[config.mk]
export PLATFORM = sky130hd
export DESIGN_NAME = klr_tone
export DESIGN_NICKNAME = d
export VERILOG_FILES = /design/src/rtl/klr_pkg.sv /design/src/rtl/klr_tone.sv
export SDC_FILE = /design/constraint.sdc
export NUM_CORES = 1
export LEC_CHECK = 0
export ABC_AREA = 1
export BUFFER_PORTS_ARGS = -buffer_cell sky130_fd_sc_hd__buf_4
export CORE_MARGIN = 5
export CORE_UTILIZATION = 41
export DETAILED_ROUTE_END_ITERATION = 8
export MAX_ROUTING_LAYER = met4
export PLACE_DENSITY_LB_ADDON = 0.1
export SYNTH_ARGS = -nofsm -noshare
export SYNTH_HDL_FRONTEND = slang
export SYNTH_SLANG_ARGS = --single-unit
export TNS_END_PERCENT = 5
[constraint.sdc]
create_clock -name vclk -period 2.89
set_input_delay 0.289 -clock vclk [all_inputs]
set_output_delay 0.289 -clock vclk [all_outputs]
set_load 0.005 [all_outputs]
[src/rtl/klr_pkg.sv]
`timescale 1ns / 1ps
`default_nettype none

package klr_pkg;

  // default geometry
  localparam int KEY_COUNT_DEF   = 25;
  localparam int STORE_DEPTH_DEF = 4096;

  // register field widths
  localparam int TIMEOUT_W = 16;
  localparam int LIMIT_W   = 13;
  localparam int CFG_W     = 16;

  // register reset values
  localparam logic [TIMEOUT_W-1:0] IDLE_TIMEOUT_RST = 16'd250;
  localparam logic [LIMIT_W-1:0]   RECORD_LIMIT_RST = 13'd3750;

  // register indexes
  localparam logic CFG_IDLE_TIMEOUT = 1'b0;
  localparam logic CFG_RECORD_LIMIT = 1'b1;

  // tone divider geometry
  localparam int RELOAD_W      = 12;
  localparam int COMPARE_W     = 11;
  localparam int TONE_ROM_SIZE = 24;
  localparam int TONE_IDX_W    = 5;

  // tone settings handed to the output stage
  typedef struct packed {
    logic                 enable;
    logic [RELOAD_W-1:0]  reload;
    logic [COMPARE_W-1:0] compare;
  } tone_t;

  // reload divider at 1 MHz for each note
  function automatic logic [RELOAD_W-1:0] tone_rom(input logic [TONE_IDX_W-1:0] idx);
    logic [RELOAD_W-1:0] val;
    case (idx)
      5'd0:    val = 12'd2862;
      5'd1:    val = 12'd2702;
      5'd2:    val = 12'd2550;
      5'd3:    val = 12'd2407;
      5'd4:    val = 12'd2272;
      5'd5:    val = 12'd2144;
      5'd6:    val = 12'd2024;
      5'd7:    val = 12'd1910;
      5'd8:    val = 12'd1803;
      5'd9:    val = 12'd1702;
      5'd10:   val = 12'd1606;
      5'd11:   val = 12'd1516;
      5'd12:   val = 12'd1431;
      5'd13:   val = 12'd1350;
      5'd14:   val = 12'd1275;
      5'd15:   val = 12'd1203;
      5'd16:   val = 12'd1135;
      5'd17:   val = 12'd1072;
      5'd18:   val = 12'd1011;
      5'd19:   val = 12'd955;
      5'd20:   val = 12'd901;
      5'd21:   val = 12'd850;
      5'd22:   val = 12'd803;
      default: val = 12'd757;
    endcase
    return val;
  endfunction

endpackage

`default_nettype wire

[src/rtl/klr_tone.sv]
`timescale 1ns / 1ps
`default_nettype none

module klr_tone #(
  parameter int KEY_COUNT = 25,
  parameter int KEY_W = (KEY_COUNT > 1) ? $clog2(KEY_COUNT) : 1
) (
  input  wire logic [KEY_W-1:0] key,
  output klr_pkg::tone_t        tone
);
  import klr_pkg::*;

  localparam logic [KEY_W-1:0] SILENCE = KEY_W'(KEY_COUNT - 1);

  logic [6:0]            key_ext;
  logic [TONE_IDX_W-1:0] idx;
  logic [RELOAD_W-1:0]   reload;

  // clamp keys beyond the table to its last entry
  always_comb begin
    key_ext = 7'(key);
    if (key_ext >= 7'(TONE_ROM_SIZE)) begin
      idx = TONE_IDX_W'(TONE_ROM_SIZE - 1);
    end else begin
      idx = key_ext[TONE_IDX_W-1:0];
    end
  end

  // silence gives a zero divider
  always_comb begin
    tone.enable  = (key != SILENCE);
    reload       = tone.enable ? tone_rom(idx) : '0;
    tone.reload  = reload;
    tone.compare = reload[RELOAD_W-1:1];
  end

endmodule

`default_nettype wire

Yosys cells after proc, flatten, opt, wreduce, memory -nomap -nowiden --
Memory sizes are Yosys's and may differ from the RTL's. Cells that the tools add are included.
Word-level totals: memories kept 1, bits of input ports 5, ROM bits 384, register bits after elaboration 0
Operators by class: multiplexer cells 2, equal/unequal tests 1, magnitude comparators 1
Memory list:
- (no name shown) | words 32, bits a word 12, read ports 1, clocked after memory_dff 0, wr ports 0, line klr_pkg.sv:39 | case (idx)
Operator list (count):
- 12-bit 2-to-1 mux | 1
- 5-bit greater-or-equal comparator, second input constant | 1
- 5-bit 2-to-1 mux | 1
- 5-bit inequality test, second input constant | 1

Logic depth before layout (Yosys ltp) --
An unclocked memory read counts as a cell.
depth in word-level cells 4, gate-level depth with buffers 14, gate-level depth less buffers 11

Worst setup path before layout --
OpenSTA, ideal clock, no wires.
path kind input-to-output, from in key[4], to out tone[18] in the netlist's numbering, cell stages on the path 13, setup slack 0.827 ns, arrival 1.774 ns, path through buf_6 -> nand2_4 -> buf_6 -> inv_2 -> nor2_1 -> inv_1 -> ha_1 -> inv_1 -> nand3_1 -> nand3_1 -> nand3_1 -> nor2_1 -> buf_4
RTL lines:
- from (decl) | line klr_tone.sv:8 | input wire logic [KEY_W-1:0] key,
- to (decl) | line klr_tone.sv:9 | output klr_pkg::tone_t tone

==> out/summary.log <==
[hold_path] min-delay src key[1]
[finish] share of layout cells above drive strength 1 0.341
[clock_tree] postcts setup bufs 0
[drt] violation count after the first detailed-route iteration 31
[finish] non-filler instance count after layout 148
[worst_setup_path] CP cell instances buf_4 -> nand2_4 -> inv_2 -> nor2_1 -> inv_1 -> ha_1 -> inv_1 -> nand3_1 -> nand3_1 -> nand3_1 -> nor2_1 -> buf_4
[job] total of max-cap violations 0
[clock_tree] post_cts resized 0
[sta] clock period minus worst slack 2.24 ns
[global_routing] number of global-route vias before repair 688
[worst_setup_path] crit-path max cell delay 0.30 ns
[finish] total area of multi-input combinational cells 515 um^2
[global_routing] global-route wire length before repair 3.13 mm
[floorplan] floorplan die height 50.5 um
[drt] DRC violation count after routing 0
[clock_tree] count of hold buffers inserted by post-cts repair 0
[sta] Max Transition Viols Final 0
[finish] count of clock-net buffers in the final layout 0
[worst_setup_path] crit path max fanout 11
[global_routing] maximum number of pins on one net before global-route repair 12
[placement] post-place instance area 806 um^2
[finish] post-layout util 0.529
[finish] post-layout instance area 806 um^2
[sta] unrepaired setup endpoints after global routing no
[worst_setup_path] class of the most critical setup path in2out
[placement] total of buffers placed on input and output ports 29
[sta] Final setup viols 0
[floorplan] row count 14
[hold_path] count of cells along the worst hold path 4
[logic_synthesis] Yosys Warn Count 0
[floorplan] starting utilization of the core area 0.442
[hold_path] class of the most critical hold timing path in2out
[floorplan] total die area 2550 um^2
[logic_synthesis] Synth top cells by count sky130_fd_sc_hd__nand3_1 (20), sky130_fd_sc_hd__nand2_1 (17), sky130_fd_sc_hd__nor2_1 (15), sky130_fd_sc_hd__buf_4 (11), sky130_fd_sc_hd__inv_1 (10)
[global_routing] number of antenna violations at the first check in global routing 0
[logic_synthesis] netlist area before placement 673 um^2
[logic_synthesis] leading post-synthesis cells by cell area sky130_fd_sc_hd__ha_1 (17%), sky130_fd_sc_hd__nand3_1 (15%), sky130_fd_sc_hd__buf_4 (12%)
[placement] Detailed Place HPWL 1.54 mm
[floorplan] core box area 1520 um^2
[finish] layout filler cell count 171
[sta] final number of hold-violating endpoints 0
[logic_synthesis] synthesized instance count 116
[drt] Antenna Nets Post-Route 0
[floorplan] number of ports placed on the die boundary 29
[power] worst IR drop on VDD 0.0883 mV
[drt] wire length per cell after detailed routing 12.8 um
[logic_synthesis] cell taking the most area after synthesis sky130_fd_sc_hd__ha_1
[drt] drt total wl 1.90 mm
[global_routing] global-route congestion overflow total 0
[finish] num sequential 0
[placement] placer's final routability congestion estimate 0.985
[logic_synthesis] sequential fraction of the synthesis area 0
[finish] Antenna Cells 0
[power] power per standard cell area 200 nW/um^2
[sta] setup ws final 0.651 ns
[global_routing] total global routing track utilization 0.151
[logic_synthesis] distinct cell type count of the synthesized netlist 19
[finish] area delta synth->final 19.7%
[worst_setup_path] critical path launch point key[4]
[drt] Vias/cell 5.30
[logic_synthesis] post-synth top area share 0.167
[worst_setup_path] element type at the critical path end output port
[worst_setup_path] CP Launch Type primary input
[sta] share of the cycle needed by the critical path after routing 0.775
[worst_setup_path] critical path's most frequent cell sky130_fd_sc_hd__nand3_1
[floorplan] die outline width 50.5 um
[finish] area taken by flip-flops and latches 0 um^2
[sta] Fmax achieved 447 MHz
[worst_setup_path] cell at the slowest stage of the critical path sky130_fd_sc_hd__ha_1
[drt] detailed-route via count 785
[sta] pin slew with the least headroom to its limit 0.414 ns
[worst_setup_path] worst path arrival time 1.95 ns
[drt] First-pass DRT Iterations 4
[power] leakage dissipation 0.464 nW
[sta] aggregate negative setup slack 0 ns
[logic_synthesis] most frequent cell after synthesis sky130_fd_sc_hd__nand3_1
[sta] Max transition margin 0.723
[finish] number of nets in the layout 148
[placement] number of placed instances, taps included 148
[logic_synthesis] synthesized net count 130
[placement] Post-Place Setup Slack 0.676 ns
[status] outcome finished clean
[logic_synthesis] synthesized area divided by synthesized cell count 5.80 um^2
[worst_setup_path] worst path required time 2.60 ns
-- final cells by class --
type | count | share of cell area
multi-input cells | 89 | 0.640
repair buffers | 29 | 0.270
inverters | 14 | 0.0652
well taps | 16 | 0.0248
-- worst paths after layout --
kind / to / slack [ns]
max: tone[6] / 0.65
min: tone[23] / 0.99
-- layout by cell type (no fill, tap or decap) --
master,n
sky130_fd_sc_hd__a21oi_1,5
sky130_fd_sc_hd__a31oi_1,1
sky130_fd_sc_hd__buf_4,29
sky130_fd_sc_hd__ha_1,9
sky130_fd_sc_hd__inv_1,10
sky130_fd_sc_hd__inv_2,4
sky130_fd_sc_hd__nand2_1,17
sky130_fd_sc_hd__nand2_2,5
sky130_fd_sc_hd__nand2_4,3
sky130_fd_sc_hd__nand3_1,20
sky130_fd_sc_hd__nand3_2,1
sky130_fd_sc_hd__nand4_1,1
sky130_fd_sc_hd__nor2_1,15
sky130_fd_sc_hd__nor2_2,2
sky130_fd_sc_hd__nor3_1,4
sky130_fd_sc_hd__nor3_2,1
sky130_fd_sc_hd__o211ai_1,1
sky130_fd_sc_hd__o21ai_0,4
-- metal layers --
layer / part of all wire / GRT usage
met5: 0 / -
met4: 0.0053 / 0.0128
met3: 0.060 / 0.0118
met2: 0.52 / 0.238
met1: 0.42 / 0.216
-- critical path: cells and delay by family --
kind	cells	cell delay (ns)
adder cells (fa/ha/maj)	1	0.30
buffers and inverters	5	0.59
AND/OR/NAND/NOR	6	0.77
-- through the flow --
| step | total power [mW] | hold WS, ns |
|---|---|---|
| finish | 0.161 | 0.994 |
| detailed placement | 0.162 | 0.988 |
| floorplan | 0.109 | 0.705 |
| CTS | 0.162 | 0.989 |
| global placement | 0.162 | 0.992 |
| global route | 0.181 | 1.02 |
-- where the power goes --
| part | leakage (nW) | switching [mW] | internal, mW | total [mW] |
|---|---|---|---|---|
| clock network | 0 | 0 | 0 | 0 |
| logic | 0.464 | 0.0857 | 0.0754 | 0.161 |
| registers | 0 | 0 | 0 | 0 |
| total | 0.464 | 0.0857 | 0.0754 | 0.161 |
-- cell families after synthesis --
| group | synth area share |
|---|---|
| compound gates | 0.0874 |
| fa+ha+maj | 0.167 |
| buf+inv | 0.234 |
| simple gates | 0.511 |
(Power assumes the default switching activity.)
